File: src/design/hslc_pkg.sv
// Shared types and constants for the HSL to RGB converter.
// No dependencies; used by hslc_ramp and hsl_to_rgb_converter.
package hslc_pkg;

  // Default fraction width of saturation, lightness and the color outputs
  localparam int unsigned FRAC_BITS_DEF = 8;

  // Hue is counted in 1/1536 of a turn
  localparam int unsigned HUE_W = 11;
  localparam logic [HUE_W-1:0] HUE_TURN   = HUE_W'(1536);
  localparam logic [HUE_W-1:0] HUE_THIRD  = HUE_W'(512);
  localparam logic [HUE_W-1:0] HUE_SIXTH  = HUE_W'(256);
  localparam logic [HUE_W-1:0] HUE_HALF   = HUE_W'(768);
  localparam logic [HUE_W-1:0] HUE_2THIRD = HUE_W'(1024);

  // Ramp slope factor runs 0..256, and the ramp product drops 8 bits
  localparam int unsigned FACT_W     = 9;
  localparam int unsigned RAMP_SHIFT = 8;

  // Segment of the piecewise hue ramp
  typedef enum logic [1:0] {
    RG_RISE,
    RG_HIGH,
    RG_FALL,
    RG_LOW
  } hslc_region_e;

  // Stage advance enables handed to each channel
  typedef struct packed {
    logic en4;
    logic en5;
  } hslc_adv_t;

endpackage

File: src/design/hslc_ramp.sv
// One color channel of the HSL to RGB converter: samples the hue ramp.
// Holds pipeline stages four and five; depends on hslc_pkg.
module hslc_ramp #(
  parameter int unsigned FRAC_BITS = hslc_pkg::FRAC_BITS_DEF
) (
  input  logic                              clk_i,
  input  hslc_pkg::hslc_adv_t               adv_i,
  input  logic [hslc_pkg::HUE_W-1:0]        pos_i,
  input  logic [FRAC_BITS:0]                p_i,
  input  logic [FRAC_BITS:0]                q_i,
  input  logic [FRAC_BITS:0]                d_i,
  output logic [FRAC_BITS:0]                color_o
);

  localparam int unsigned W    = FRAC_BITS + 1;
  localparam int unsigned PW   = W + hslc_pkg::FACT_W;
  localparam logic [W-1:0] ONE = W'(1) << FRAC_BITS;

  hslc_pkg::hslc_region_e         region;
  logic [hslc_pkg::FACT_W-1:0]    factor;
  logic [hslc_pkg::HUE_W-1:0]     fall_pos;

  logic [PW-1:0]                  prod_d, prod_q;
  logic [W-1:0]                   p4_q, q4_q;
  hslc_pkg::hslc_region_e         rg4_q;

  logic [W:0]                     sum;
  logic [W:0]                     sel;
  logic [W-1:0]                   color_d, color_q;

  // Decode the ramp segment and its slope factor
  assign fall_pos = hslc_pkg::HUE_2THIRD - pos_i;

  always_comb begin
    if (pos_i < hslc_pkg::HUE_SIXTH) begin
      region = hslc_pkg::RG_RISE;
      factor = pos_i[hslc_pkg::FACT_W-1:0];
    end else if (pos_i < hslc_pkg::HUE_HALF) begin
      region = hslc_pkg::RG_HIGH;
      factor = '0;
    end else if (pos_i < hslc_pkg::HUE_2THIRD) begin
      region = hslc_pkg::RG_FALL;
      factor = fall_pos[hslc_pkg::FACT_W-1:0];
    end else begin
      region = hslc_pkg::RG_LOW;
      factor = '0;
    end
  end

  assign prod_d = PW'(d_i) * PW'(factor);

  // Stage four: slope product
  always_ff @(posedge clk_i) begin
    if (adv_i.en4) begin
      prod_q <= prod_d;
      p4_q   <= p_i;
      q4_q   <= q_i;
      rg4_q  <= region;
    end
  end

  // Pick the segment value and limit it to full scale
  assign sum = (W + 1)'(p4_q) + (W + 1)'(prod_q[hslc_pkg::RAMP_SHIFT +: W]);

  always_comb begin
    case (rg4_q)
      hslc_pkg::RG_RISE: sel = sum;
      hslc_pkg::RG_FALL: sel = sum;
      hslc_pkg::RG_HIGH: sel = (W + 1)'(q4_q);
      hslc_pkg::RG_LOW:  sel = (W + 1)'(p4_q);
      default:           sel = (W + 1)'(p4_q);
    endcase
  end

  assign color_d = (sel > (W + 1)'(ONE)) ? ONE : sel[W-1:0];

  // Stage five: output register
  always_ff @(posedge clk_i) begin
    if (adv_i.en5) begin
      color_q <= color_d;
    end
  end

  assign color_o = color_q;

endmodule

File: src/design/hsl_to_rgb_converter.sv
// HSL to RGB color converter, top level.
// Depends on hslc_pkg and hslc_ramp (one instance per color channel).
//
// Converts one pixel per clock while not stalled from hue, saturation and
// lightness to red, green and blue. Saturation, lightness and the outputs
// carry FRAC_BITS fraction bits (full scale is 2^FRAC_BITS); hue counts
// 1/1536 of a turn, and a hue from 1536 up is taken modulo one turn. The
// pipeline is five register stages deep: input clamp, the lightness-
// saturation multiply, the q/p/ramp-position stage, the per-channel ramp
// multiply, and the output register. A new transaction is taken every
// cycle unless the input is stalled; a stall at the output backs up only
// as far as the pipeline is full, so bubbles are squeezed out. Zero
// saturation falls out of the arithmetic as grey equal to lightness.
module hsl_to_rgb_converter #(
  parameter int unsigned FRAC_BITS = hslc_pkg::FRAC_BITS_DEF
) (
  input  logic                       clk_i,
  input  logic                       rst_ni,
  input  logic                       in_valid_i,
  output logic                       in_stall_o,
  input  logic [hslc_pkg::HUE_W-1:0] hue_i,
  input  logic [FRAC_BITS:0]         saturation_i,
  input  logic [FRAC_BITS:0]         lightness_i,
  output logic                       out_valid_o,
  input  logic                       out_stall_i,
  output logic [FRAC_BITS:0]         red_o,
  output logic [FRAC_BITS:0]         green_o,
  output logic [FRAC_BITS:0]         blue_o
);

  localparam int unsigned W     = FRAC_BITS + 1;
  localparam int unsigned HW    = hslc_pkg::HUE_W;
  localparam logic [W-1:0] ONE  = W'(1) << FRAC_BITS;
  localparam logic [W-1:0] HALF = ONE >> 1;

  // Stage valids and advance enables
  logic [5:1] v_q;
  logic [5:1] adv;
  hslc_pkg::hslc_adv_t adv_ch;

  // Stage one
  logic [HW-1:0] h1_d, h1_q;
  logic [W-1:0]  s1_d, s1_q, l1_d, l1_q;
  // Stage two
  logic [2*W-1:0] ls_prod;
  logic [HW-1:0]  h2_q;
  logic [W-1:0]   s2_q, l2_q, m2_q;
  // Stage three
  logic [W:0]     q_wide, p_wide;
  logic [W-1:0]   q3_d, p3_d;
  logic [HW-1:0]  pr_sum, pr_d, pb_d;
  logic [W-1:0]   p3_q, q3_q, d3_q;
  logic [HW-1:0]  pr3_q, pg3_q, pb3_q;

  // Advance a stage when it is empty or its successor moves
  assign adv[5] = !v_q[5] || !out_stall_i;
  assign adv[4] = !v_q[4] || adv[5];
  assign adv[3] = !v_q[3] || adv[4];
  assign adv[2] = !v_q[2] || adv[3];
  assign adv[1] = !v_q[1] || adv[2];

  assign in_stall_o  = !adv[1];
  assign out_valid_o = v_q[5];

  always_ff @(posedge clk_i or negedge rst_ni) begin
    if (!rst_ni) begin
      v_q <= '0;
    end else begin
      if (adv[1]) v_q[1] <= in_valid_i;
      if (adv[2]) v_q[2] <= v_q[1];
      if (adv[3]) v_q[3] <= v_q[2];
      if (adv[4]) v_q[4] <= v_q[3];
      if (adv[5]) v_q[5] <= v_q[4];
    end
  end

  // Stage one: wrap hue once and limit saturation and lightness
  assign h1_d = (hue_i >= hslc_pkg::HUE_TURN) ? (hue_i - hslc_pkg::HUE_TURN) : hue_i;
  assign s1_d = (saturation_i > ONE) ? ONE : saturation_i;
  assign l1_d = (lightness_i > ONE) ? ONE : lightness_i;

  always_ff @(posedge clk_i) begin
    if (adv[1]) begin
      h1_q <= h1_d;
      s1_q <= s1_d;
      l1_q <= l1_d;
    end
  end

  // Stage two: l*s scaled back to the fraction width
  assign ls_prod = (2 * W)'(l1_q) * (2 * W)'(s1_q);

  always_ff @(posedge clk_i) begin
    if (adv[2]) begin
      h2_q <= h1_q;
      s2_q <= s1_q;
      l2_q <= l1_q;
      m2_q <= ls_prod[FRAC_BITS +: W];
    end
  end

  // Stage three: q, p and the three ramp positions
  always_comb begin
    if (l2_q < HALF) begin
      q_wide = (W + 1)'(l2_q) + (W + 1)'(m2_q);
    end else begin
      q_wide = (W + 1)'(l2_q) + (W + 1)'(s2_q) - (W + 1)'(m2_q);
    end
  end

  assign q3_d   = q_wide[W-1:0];
  assign p_wide = ((W + 1)'(l2_q) << 1) - (W + 1)'(q3_d);
  assign p3_d   = p_wide[W-1:0];

  assign pr_sum = h2_q + hslc_pkg::HUE_THIRD;
  assign pr_d   = (pr_sum > hslc_pkg::HUE_TURN) ? (pr_sum - hslc_pkg::HUE_TURN) : pr_sum;
  assign pb_d   = (h2_q < hslc_pkg::HUE_THIRD) ? (h2_q + hslc_pkg::HUE_2THIRD)
                                               : (h2_q - hslc_pkg::HUE_THIRD);

  always_ff @(posedge clk_i) begin
    if (adv[3]) begin
      p3_q  <= p3_d;
      q3_q  <= q3_d;
      d3_q  <= q3_d - p3_d;
      pr3_q <= pr_d;
      pg3_q <= h2_q;
      pb3_q <= pb_d;
    end
  end

  // Stages four and five: one ramp per channel
  assign adv_ch.en4 = adv[4];
  assign adv_ch.en5 = adv[5];

  hslc_ramp #(
    .FRAC_BITS(FRAC_BITS)
  ) u_red (
    .clk_i  (clk_i),
    .adv_i  (adv_ch),
    .pos_i  (pr3_q),
    .p_i    (p3_q),
    .q_i    (q3_q),
    .d_i    (d3_q),
    .color_o(red_o)
  );

  hslc_ramp #(
    .FRAC_BITS(FRAC_BITS)
  ) u_green (
    .clk_i  (clk_i),
    .adv_i  (adv_ch),
    .pos_i  (pg3_q),
    .p_i    (p3_q),
    .q_i    (q3_q),
    .d_i    (d3_q),
    .color_o(green_o)
  );

  hslc_ramp #(
    .FRAC_BITS(FRAC_BITS)
  ) u_blue (
    .clk_i  (clk_i),
    .adv_i  (adv_ch),
    .pos_i  (pb3_q),
    .p_i    (p3_q),
    .q_i    (q3_q),
    .d_i    (d3_q),
    .color_o(blue_o)
  );

  // Checks on the datapath and the stall chain
  a_pq_order: assert property (@(posedge clk_i) disable iff (!rst_ni)
    v_q[3] |-> (p3_q <= q3_q) && (q3_q <= ONE))
    else $error("p above q or q above full scale");

  a_pos_range: assert property (@(posedge clk_i) disable iff (!rst_ni)
    v_q[3] |-> (pr3_q <= hslc_pkg::HUE_TURN) && (pg3_q < hslc_pkg::HUE_TURN)
               && (pb3_q < hslc_pkg::HUE_TURN))
    else $error("ramp position out of range");

  a_out_range: assert property (@(posedge clk_i) disable iff (!rst_ni)
    out_valid_o |-> (red_o <= ONE) && (green_o <= ONE) && (blue_o <= ONE))
    else $error("color above full scale");

  a_no_stall_free: assert property (@(posedge clk_i) disable iff (!rst_ni)
    !out_stall_i |-> !in_stall_o)
    else $error("input stalled while output drains");

  a_stall_full: assert property (@(posedge clk_i) disable iff (!rst_ni)
    in_stall_o |-> (v_q == 5'b11111) && out_stall_i)
    else $error("input stalled with room in the pipeline");

endmodule
File: config.mk
export PLATFORM = sky130hd
export DESIGN_NAME = hsl_to_rgb_converter
export DESIGN_NICKNAME = d
export VERILOG_FILES = /design/src/design/hslc_pkg.sv /design/src/design/hslc_ramp.sv /design/src/design/hsl_to_rgb_converter.sv
export SDC_FILE = /design/constraint.sdc
export NUM_CORES = 1
export LEC_CHECK = 0
export BUFFER_PORTS_ARGS = -buffer_cell sky130_fd_sc_hd__buf_2
export CAP_MARGIN = 20
export CELL_PAD_IN_SITES_DETAIL_PLACEMENT = 0
export CELL_PAD_IN_SITES_GLOBAL_PLACEMENT = 1
export CORE_ASPECT_RATIO = 1.2
export CORE_MARGIN = 2
export CORE_UTILIZATION = 30
export DETAILED_ROUTE_END_ITERATION = 7
export PLACE_DENSITY = 0.6
export SLEW_MARGIN = 20
export SYNTH_ARGS = -nofsm -noshare
export SYNTH_HDL_FRONTEND = slang
export SYNTH_HIERARCHICAL = 1
export SYNTH_SLANG_ARGS = --single-unit
File: constraint.sdc
create_clock -name clk_i -period 12.9 [get_ports clk_i]
set_clock_uncertainty 0.15 [all_clocks]
set_input_delay 1.935 -clock clk_i [delete_from_list [all_inputs] [get_ports clk_i]]
set_output_delay 1.935 -clock clk_i [all_outputs]
set_load 0.005 [all_outputs]
# --- Word level (Yosys, flattened, before mapping) ---
# Index checks and enable logic that the tools add are counted.
totals:
  reg_bits: 234
  latch_bits: 0
  mem_bits_rw: 0
  romBits: 0
  wordCells: 122
  memories: 0
op_classes:
  addsub: 16
  multipliers: 4
  div: 0
  n_lt_le_gt_ge: 18
  eq_ne: 9
  shift: 0
  n_mux: 22
  n_bitwise: 0
  n_reduce_logical: 21
op_table:
  columns: ["cell", "n"]
  rows:
  - ["9-bit two-way mux", 10]
  - ["10-bit case mux with 3 select lines", 3]
  - ["9-bit by 9-bit multiplier with 17-bit output", 4]
  - ["11-bit by 10-bit < comparator with 1-bit output, second input constant", 4]
  - ["11-bit < comparator, second input constant", 3]
  - ["11-bit by 9-bit < comparator with 1-bit output, second input constant", 3]
  - ["11-bit two-way mux", 3]
  - ["9-bit by 9-bit adder with 10-bit output", 3]
  - ["10-bit by 9-bit > comparator with 1-bit output, second input constant", 3]
  - ["1-bit by 9-bit subtractor with 9-bit output, first input constant", 3]
  - ["9-bit subtractor", 3]
  - ["11-bit subtractor, second input constant", 2]
  - ["9-bit adder", 2]
  - ["9-bit > comparator, second input constant", 2]
  - ["2-bit equality test, second input constant", 6]
  - ["2-bit OR reduction", 6]
  - ["11-bit by 10-bit adder with 11-bit output, second input constant", 1]
  - ["11-bit adder, second input constant", 1]
  - ["11-bit greater-or-equal comparator, second input constant", 1]
  - ["11-bit > comparator, second input constant", 1]
  - ["11-bit by 10-bit subtractor with 11-bit output, second input constant", 1]
  - ["9-bit by 8-bit < comparator with 1-bit output, second input constant", 1]
  - ["1-bit zero test", 7]
  - ["2-bit by 1-bit equality test with 1-bit output, second input constant", 3]
  - ["other kinds (3)", 14]

# --- Logic depth before layout (Yosys ltp) ---
# Gate-level depths: netlist (run 1).
depth:
  ltp_word: 7
  mapped_depth: 23
  mapped_depth_nobuf: 23

# --- Cells and area by module ---
# Netlist (run 1), hierarchy kept.
modules_own_cells:
  columns: ["module", "n_inst", "cells_per_inst", "area_per_inst_um2", "seq_area_each_um2"]
  rows:
  - ["hsl_to_rgb_converter", 1, 683, 7747.4, 3338.2]
  - ["hslc_ramp (u_red)", 1, 445, 4488.1, 1141.1]
  - ["hslc_ramp (u_blue)", 1, 454, 4473.0, 1141.1]
  - ["hslc_ramp (u_green)", 1, 420, 4345.4, 1141.1]

# --- Worst setup path before layout (run 1) ---
# Ideal clock, no wire load.
synth_path:
  path_type: "register to register"
  start: "register pr3_q[3] (netlist name)"
  end: "register u_green.prod_q[15], data pin"
  setup_ns: 0.258
  arrival_time_ns: 4.988
  required_time_ns: 12.492
  slack_ns: 7.505
  stages_incl_launch_ff: 19
  path_buffers: 0
  cell_sequence: "edfxtp_1 or3_4 nor2_1 a21oi_1 xnor2_1 nor2_1 and2_1 fa_1 fa_1 fa_1 inv_1 fa_1 inv_1 ha_1 a2111o_1 a31oi_4 o21ai_2 a31oi_2 xnor2_1"
synth_lines:
  columns: ["element", "line", "rtl"]
  rows:
  - ["to (signal assigned)", "hslc_ramp.sv:55", "prod_q <= prod_d;"]
  - ["to (decl)", "hslc_ramp.sv:23", "logic [PW-1:0] prod_d, prod_q;"]

==> out/metrics.yaml, run 1 <==
status: "completed"
ff2ff_path_depth: 16
holdCritPathClass: "reg -> reg"
synth_area_leader_cell: "edfxtp_1"
path_buf_inv: 2
cp.arrival_ns: 6.46
holdPathStages: 0
post-cts-setup-buffer-count: 0
synthXorXnorAreaFrac: 0.0406
start_kind: "flip-flop"
synthMuxAreaShare: 0.0155
clk_path_buf_depth: 3
worstSetupEndpointType: "flip-flop"
root_buffer: "clkbuf_16"
max_cap_violations: 0
firstDrtPassIters: 5
synthAdderAreaFrac: 0.308
finalHoldViolCount: 0
num_antenna_cells: 0
grt_pass1_vias: 15200
vias_per_cell: 4.66
synth.distinct_cells: 102
synthSimpleGateAreaFrac: 0.158
netlist.area_leader.share: 0.315
cts_tree: "done"
synth.area.top_cells: "edfxtp_1 (32%), fa_1 (19%), ha_1 (11%)"
synth.yosys.warnings: 6
cp_common_cell: "fa_1"
portBuffers: 61
ys_async_sr_fraction: 0.0221
post_drt_wl_per_cell_um: 16.7
die_area_um2: 72300
synth_seq_area_share: 0.321
synth_top_family_by_area: "adder cells"
reg_top3: "h1_q x11, h2_q x11, pr3_q x11"
worstMarginPinSlew_ns: 1.11
worst-path-stages: 16
gp_congestion: 0.820
grt_first_pass_wirelength_um: 81700
setup-violations-final: 0
row_count: 106
postRouteAntennaNets: 0
initialDrtViolationCount: 587
syn_to_final_growth_pct: 11.5
worst_path_max_delay_cell: "a21oi_1"
synthFlopType: "edfxtp_1"
core_area_um2: 69600
avgSynthCellArea_um2: 10.5
crit_chain: "xnor2_1, nand2b_1, a21oi_1, and2_1, fa_1, fa_1, fa_1, inv_1, fa_1, inv_1, ha_1, a21o_1, a21oi_1, o2111ai_1, nor2b_1, o311ai_1"
path_delay_family: "adder cells"
slew_viol_final: 0
dp_cells: 2971
finalCriticalPeriod_ns: 6.21
ir_drop_mv: 0.129
leakagePower_nw: 10.6
num-fill-cells: 7153
crit_required_ns: 13.15
grt_max_degree: 61
htree_num_levels: 1
start_util: 0.302
synth-seq-cells: 226
grt_usage: 0.143
wl_um: 50500
num_io_pins: 62
hpwl_um: 39400
numCtsBuffers: 29
die_h_um: 294
nets: 2511
synth_compound_area_frac: 0.0891
remaining_drc_errors: 0
setup_tns_ns: 0
clkTransAtPathRegs_ns: 0.06
via_count: 14100
antenna_found_initial: 2
gr-total-overflow: 0
clock_latency_ns: 0.59
fmax_ghz: 0.161
slowest_delay_ns: 0.70
rsz0062_at_grt: "no"
clock-sinks: 226
powerDensity_nw_per_um2: 254
synth_edf_count: 221
path_max_fanout: 16
cts_resized: 0
postCtsHoldBufs: 0
syn_area_um2: 21100
synth_cells: 2002
die-width_um: 246
fin_crit_sh: 0.481
drive_above_1_share: 0.0907
path_class: "reg -> reg"
max-slew-margin-rel: 0.261
final_cells: 3024
-- where the power goes --
part           switching, mW  internal [mW]
Sequential             0.276           1.28
Clock                  0.337          0.455
Combinational           2.09           1.54
Total                   2.70           3.27
-- cells by family after synthesis --
group / Yosys count
other: 1
AND/OR/NAND/NOR: 616
multiplexers: 32
XOR/XNOR: 96
flip-flops: 226
buffers and inverters: 372
AO/OA/AOI/OAI: 263
adder cells (fa/ha/maj): 396
-- placed cells by master (no fill, tap or decap), types with 11 or more instances in the layout --
master / netlist / final
edfxtp_1: 221 / 221
nor2_1: 86 / 86
fa_1: 205 / 205
inv_1: 327 / 326
ha_1: 189 / 189
o21ai_0: 44 / 44
conb_1: 1 / 24
xor2_1: 24 / 24
o21a_1: 14 / 14
and3_1: 12 / 12
nand2_1: 185 / 184
xnor2_1: 70 / 70
buf_2: 8 / 61
a31oi_1: 11 / 11
mux2i_1: 27 / 27
a21o_1: 22 / 22
and2_1: 150 / 150
nand2b_1: 25 / 25
clkbuf_16: 0 / 29
a21oi_1: 50 / 50
nor2b_1: 37 / 37
nor3_1: 14 / 14
a211oi_1: 36 / 36
-- layout make-up --
type                       instances  area, um^2  area share
sequential                       226        6760       0.288
clock buffer                      33         741      0.0316
inverter                         327        1230      0.0524
timing repair buffer              73         423      0.0180
multi-input combinational       1427       13000       0.553
clock inverter                    20         184     0.00784
tap                              918        1150      0.0489
-- through the flow --
stage	setup WS (ns)	power [mW]	hold slack, ns	cell area, um^2	utilization
4_1_cts	6.68	6.08	0.269	23500	0.337
2_1_floorplan	7.50	4.18	0.250	21100	-
3_5_place_dp	6.70	5.24	0.255	22500	0.324
6_report	6.69	5.97	0.267	23500	0.337
5_1_grt	6.25	6.59	0.289	23500	0.337
3_3_place_gp	6.88	5.18	0.254	22500	0.323
-- worst reg2reg max path, delay by kind of cell (launching register included) --
kind | cells | cell delay, ns
AOI/OAI and AO/OA | 5 | 1.61
xor gates and xnor gates | 1 | 0.44
adders and majority gates | 5 | 2.34
buffers and inverters | 2 | 0.09
DFF | 1 | 0.65
and+or+nand+nor | 3 | 0.73
-- Yosys cell counts, drive strengths merged, types with 5 or more instances --
master	number
inv	327
edfxtp	221
fa	205
ha	189
nand2	187
and2	156
nor2	88
xnor2	72
o21ai	59
a21oi	56
a211oi	39
nor2b	37
mux2i	27
nand2b	25
clkbuf	24
xor2	24
a21o	23
buf	21
nor3	18
a31oi	14
and3	14
o21a	14
nand3	11
nor3b	11
nor4	11
or3	11
nor4b	10
or2	9
nand4	8
o211ai	7
o21bai	7
dfrtp	5
mux2	5
nand4b	5
-- routing by layer --
layer / part of all wire / routed length, um / up-vias / GRT usage
met3: 0.030 / 1530 / 55 / 0.0152
met2: 0.53 / 26700 / 226 / 0.273
met5: 0 / 0 / - / 0
met4: 0.020 / 1000 / 0 / 0.0315
li1: - / - / 6830 / -
met1: 0.42 / 21300 / 6993 / 0.171
-- worst paths after layout --
check	startpoint	to	slack, ns
max	pr3_q[8]	u_blue/prod_q[15]	6.69
min	h1_q[8]	h2_q[8]	0.27
max reg2reg	pr3_q[8]	u_blue/prod_q[15]	6.69
min reg2reg	h1_q[8]	h2_q[8]	0.27
max in group asynchronous	rst_ni	v_q[5]	11.47
min in group asynchronous	rst_ni	v_q[3]	1.01
Note: power is estimated with default switching activity, not from simulation.
==> inputs of run 2 (changes only) <==
--- a/config.mk
+++ b/config.mk
@@ -13,7 +13,7 @@
 export CORE_MARGIN = 2
 export CORE_UTILIZATION = 30
 export DETAILED_ROUTE_END_ITERATION = 7
-export PLACE_DENSITY = 0.6
+export PLACE_DENSITY = 0.62
 export SLEW_MARGIN = 20
 export SYNTH_ARGS = -nofsm -noshare
 export SYNTH_HDL_FRONTEND = slang
==> constraint.sdc (replaced) <==
create_clock -name clk_i -period 5.4 [get_ports clk_i]
set_clock_uncertainty 0.15 [all_clocks]
set_input_delay 0.81 -clock clk_i [delete_from_list [all_inputs] [get_ports clk_i]]
set_output_delay 0.81 -clock clk_i [all_outputs]
set_load 0.005 [all_outputs]
==> out/metrics.yaml, run 2 (synthesis gave the netlist of run 1 again) <==
worstSetupEndpointType: "flip-flop"
worstMarginPinSlew_ns: 0.860  # -0.250 ns
antenna_found_initial: 1  # -1
slew_viol_final: 0  # unchanged
portBuffers: 61  # unchanged
clk_path_buf_depth: 3  # unchanged
path_delay_family: "adder cells"
final_cells: 3197  # +5.7%
drive_above_1_share: 0.224  # +0.133
cts_tree: "done"
worst_path_max_delay_cell: "fa_1"
slowest_delay_ns: 0.58  # -0.12 ns
timing.hold.ws_ns: 0.250  # -0.0170 ns
crit_chain: "inv_2, ha_4, or3_1, a21oi_4, buf_4, nand2_1, fa_1, inv_1, fa_1, ha_4, fa_1, ha_1, a21o_1, a2111o_1, a31oi_4, buf_6, nor2_1, nor2_1, xnor2_1"
rsz0062_at_grt: "yes"
gp_congestion: 0.859  # +4.8%
path_class: "reg -> reg"
crit_required_ns: 5.57  # -7.58 ns
hpwl_um: 42100  # +7.0%
core_area_um2: 69600  # unchanged
grt_first_pass_wirelength_um: 84400  # +3.4%
holdPathStages: 1  # +1
postRouteAntennaNets: 0  # unchanged
firstDrtPassIters: 4  # -1
post_drt_wl_per_cell_um: 16.6  # -0.64%
die_h_um: 294  # unchanged
holdPathEnd: "h1_q[4]"
finalCriticalPeriod_ns: 5.40  # -0.811 ns
fin_crit_sh: 1.00  # +0.518
leakagePower_nw: 11.7  # +9.6%
grt_pass1_vias: 15800  # +4.0%
start_kind: "flip-flop"
clock_latency_ns: 0.59  # about the same
syn_to_final_growth_pct: 22.0
num_antenna_cells: 0  # unchanged
num_io_pins: 62  # unchanged
fmax_ghz: 0.185  # +15%
final_common_cell: "inv_1"
utilization: 0.369  # +0.0319
finalHoldViolCount: 0  # unchanged
clock-sinks: 226  # unchanged
start_util: 0.302  # unchanged
initialDrtViolationCount: 650  # +11%
rrSetupSlack_ns: 0.00009  # -6.69 ns
clkTransAtPathRegs_ns: 0.07  # about the same
setup-violations-final: 0  # unchanged
cp_common_cell: "fa_1"
reg_top3: "h1_q x11, h2_q x11, pr3_q x11"
max-slew-margin-rel: 0.421  # +0.160
vias_per_cell: 4.63  # -0.64%
die-width_um: 246  # unchanged
holdCritPathClass: "in -> reg"
status: "completed"
row_count: 106  # unchanged
remaining_drc_errors: 0  # unchanged
root_buffer: "clkbuf_16"
holdCritStartpoint: "hue_i[4]"
die_area_um2: 72300  # unchanged
path_buf_inv: 4  # +2
gr-total-overflow: 0  # unchanged
powerDensity_nw_per_um2: 628  # +150%
numCtsBuffers: 27  # -6.9%
worstReg2RegStart: "pr3_q[1]"
ir_drop_mv: 0.353  # +170%
cp.arrival_ns: 5.57  # -0.89 ns
regToRegEndpoint: "u_green/prod_q[11]"
via_count: 14800  # +5.0%
grt_max_degree: 55  # -9.8%
grt_usage: 0.148  # +0.00464
nets: 2687  # +7.0%
htree_num_levels: 1  # unchanged
final_cell_mix: "inv_1 (301), edfxtp_1 (221), fa_1 (196), nand2_1 (177), ha_1 (169)"
dp_cells: 3110  # +4.7%
ff2ff_path_depth: 19  # +3
wl_um: 53100  # +5.0%
max_cap_violations: 0  # unchanged
path_max_fanout: 5  # -11
run 2: power breakdown:
part	internal [mW]	leakage (nW)	switching [mW]
Combinational	4.83	8.89	5.69
Sequential	3.05	2.35	0.711
Clock	1.06	0.419	0.795
run 2: through the flow:
| step | power, mW | worst slack (ns) | instance area, um^2 | TNS [ns] |
|---|---|---|---|---|
| floorplan | 10.0 | 0.00464 | 21100 | 0 |
| global placement | 13.2 | -0.0133 | 23600 | -0.0175 |
| detailed placement | 13.3 | -0.0964 | 23600 | -0.399 |
| CTS | 15.4 | -0.00995 | 24700 | -0.00995 |
| global route | 17.7 | -0.188 | 25700 | -1.63 |
| finish | 16.1 | 0.0000857 | 25700 | 0 |
run 2: layer usage:
layer / vias to the layer above / track usage / share of wire
li1: 7176 / - / -
met1: 7365 / 0.175 / 0.41
met2: 200 / 0.278 / 0.53
met3: 74 / 0.0163 / 0.031
met4: 0 / 0.0424 / 0.027
met5: - / 0 / 0
run 2: worst max path at each step:
stage | cells after the start | to | slack, ns | startpoint
after global routing | 19 | u_green/prod_q[11] | -0.19 | pr3_q[1]
after detailed placement | 19 | u_green/prod_q[16] | -0.1 | pr3_q[1]
final | 19 | u_green/prod_q[11] | 0.00009 | pr3_q[1]
after CTS | 20 | u_red/prod_q[14] | -0.01 | pr3_q[1]
after global placement | 18 | u_green/prod_q[15] | -0.01 | pr3_q[3]
after floorplan | 18 | u_green/prod_q[15] | 0.005 | pr3_q[3]
run 2: what timing repair did:
item,4_1_cts,5_1_grt
resized for setup,23,186
hold buffers,1,0
buffers inserted,12,27
pin swaps,13,139
endpoints found under the setup margin,13,29
hold endpoints to repair,5,0
run 2: final cells by class:
| class | count | area [um^2] |
|---|---|---|
| Inverter | 327 | 1230 |
| Sequential cell | 226 | 6760 |
| Fill cell | 6887 | 43900 |
| Multi-Input combinational cell | 1427 | 13800 |
| Clock buffer | 29 | 683 |
| Tap cell | 918 | 1150 |
| Clock inverter | 19 | 199 |
| Timing Repair Buffer | 251 | 1850 |
==> inputs of run 3 (changes only) <==
--- a/config.mk
+++ b/config.mk
@@ -12,8 +12,9 @@
 export CORE_ASPECT_RATIO = 1.2
 export CORE_MARGIN = 2
 export CORE_UTILIZATION = 30
+export CTS_CLUSTER_SIZE = 8
 export DETAILED_ROUTE_END_ITERATION = 7
-export PLACE_DENSITY = 0.62
+export PLACE_DENSITY_LB_ADDON = 0.1
 export SLEW_MARGIN = 20
 export SYNTH_ARGS = -nofsm -noshare
 export SYNTH_HDL_FRONTEND = slang
==> out/metrics.yaml, run 3 (synthesis gave the netlist of run 1 again) <==
vias_per_cell: 4.59  # -0.94%
path_max_fanout: 5  # unchanged
status: "completed"
grt_max_degree: 47  # -15%
die-width_um: 246  # unchanged
rsz0062_at_grt: "yes"
max-slew-margin-rel: 0.307  # -0.114
maxUsedRoutingLayer: "met4"
portBuffers: 61  # unchanged
fin_crit_sh: 0.998  # -0.00164
clk_path_buf_depth: 3  # unchanged
final_common_cell: "inv_1"
die_area_um2: 72300  # unchanged
wl_met2_um: 31200  # +10%
m1WireLength_um: 23300  # +7.7%
cts_tree: "done"
wl_um: 57500  # +8.4%
gp_congestion: 0.806  # -6.2%
holdCritPathClass: "reg -> reg"
nets: 2716  # +1.1%
post_drt_wl_per_cell_um: 17.8  # +7.4%
remaining_drc_errors: 0  # unchanged
initialDrtViolationCount: 431  # -34%
place_area_um2: 23800  # +0.68%
num_antenna_cells: 0  # unchanged
numCtsBuffers: 35  # +30%
ir_drop_mv: 0.416  # +18%
drive_above_1_share: 0.213  # -0.0105
postRouteAntennaNets: 0  # unchanged
row_count: 106  # unchanged
grt_pass1_vias: 16100  # +2.1%
finalCriticalPeriod_ns: 5.39  # -0.00887 ns
utilization: 0.370  # +0.00124
syn_to_final_growth_pct: 22.4
gr-total-overflow: 0  # unchanged
fmax_ghz: 0.185  # +0.16%
via_count: 14800  # -0.067%
clkTransAtPathRegs_ns: 0.05  # -0.02 ns
core_area_um2: 69600  # unchanged
start_util: 0.302  # unchanged
final_cell_mix: "inv_1 (312), edfxtp_1 (221), fa_1 (195), buf_4 (189), nand2_1 (177)"
design_area_um2: 25800  # +0.34%
start_kind: "flip-flop"
num_io_pins: 62  # unchanged
hpwl_um: 46100  # +9.3%
antenna_found_initial: 1  # unchanged
worstMarginPinSlew_ns: 1.04  # +0.177 ns
powerDensity_nw_per_um2: 631  # +0.42%
reg_top3: "h1_q x11, h2_q x11, pr3_q x11"
firstDrtPassIters: 4  # unchanged
htree_num_levels: 2  # +1
max_cap_violations: 0  # unchanged
die_h_um: 294  # unchanged
slew_viol_final: 0  # unchanged
clock_latency_ns: 0.54  # -0.05 ns
setup-violations-final: 0  # unchanged
dp_cells: 3133  # +0.74%
final_cells: 3225  # +0.88%
root_buffer: "clkbuf_16"
crit_required_ns: 5.54  # -0.03 ns
clock-sinks: 226  # unchanged
grt_usage: 0.164  # +0.0164
finalHoldViolCount: 0  # unchanged
grt_first_pass_wirelength_um: 90700  # +7.5%
leakagePower_nw: 11.8  # +1.1%
worstSetupEndpointType: "flip-flop"
dr_wl_met3_um: 1480  # -10%
cp.arrival_ns: 5.53  # -0.04 ns
path_class: "reg -> reg"
run 3: cell types whose count changed in the layout (fill, tap and decap cells not counted), sizes merged:
cell | previous run | this run
clkinv | 12 | 4
buf | 250 | 271
clkinvlp | 3 | 0
inv | 328 | 327
clkbuf | 29 | 50
bufinv | 3 | 1
run 3: worst paths after layout:
kind                           from                 end  slack (ns)  cells after the start
setup / recovery           pr3_q[1]  u_green/prod_q[16]       0.009                     21
hold / removal              h1_q[3]             h2_q[3]        0.27                      0
setup reg to reg           pr3_q[1]  u_green/prod_q[16]       0.009                     21
hold reg to reg             h1_q[3]             h2_q[3]        0.27                      0
max in group asynchronous    rst_ni              v_q[2]        4.49                      2
min in group asynchronous    rst_ni              v_q[4]        0.46                      2
run 3: report_power, final:
part / leakage, nW / internal [mW] / switching, mW
clock network: 0.496 / 1.26 / 0.827
registers: 2.35 / 3.05 / 0.647
logic: 8.93 / 4.73 / 5.75
total: 11.8 / 9.04 / 7.22
run 3: per-stage QoR:
step           TNS, ns  total power [mW]  setup slack [ns]  hold WS [ns]
2_1_floorplan        0              10.0           0.00464         0.250
3_3_place_gp     -1.59              13.7            -0.401         0.255
3_5_place_dp     -1.86              13.8            -0.445         0.257
4_1_cts        -0.0279              16.1           -0.0279         0.258
5_1_grt         -0.964              17.8            -0.179         0.270
6_report             0              16.3           0.00895         0.267
run 3: worst max-delay path, stage by stage, from the launching register on:
cell and delay, ns:
edfxtp_1 0.41, buf_6 0.16, buf_4 0.12, nor3_4 0.04
buf_4 0.13, or3_4 0.33, a21oi_4 0.22, buf_4 0.15
nand2_1 0.08, fa_2 0.59, inv_2 0.04, ha_4 0.25
inv_2 0.03, fa_1 0.52, inv_1 0.05, fa_1 0.54
ha_4 0.21, a2111o_1 0.43, a31oi_4 0.27, o21ai_2 0.12
a31oi_2 0.17, xnor2_1 0.10
run 3: per-layer routing:
metal | vias to the layer above | GRT usage
li1 | 7234 | -
met4 | 0 | 0.0464
met2 | 161 | 0.319
met3 | 74 | 0.0189
met1 | 7336 | 0.187
met5 | - | 0
run 3: repair_timing:
item / 4_1_cts / 5_1_grt
hold endpoints to repair: 5 / 0
setup endpoints to repair: 19 / 24
pin swaps: 29 / 60
cloned: 0 / 0
hold buffers: 1 / 0
resized for setup: 42 / 113
setup buffers: 13 / 23
run 3: area by class of cell:
| class | instances | area, um^2 |
|---|---|---|
| Timing Repair Buffer | 272 | 2010 |
| Multi-Input combinational cell | 1427 | 13600 |
| Sequential cell | 226 | 6760 |
| Tap cell | 918 | 1150 |
| Fill cell | 6997 | 43900 |
| Clock buffer | 50 | 942 |
| Inverter | 327 | 1240 |
| Clock inverter | 5 | 90.1 |
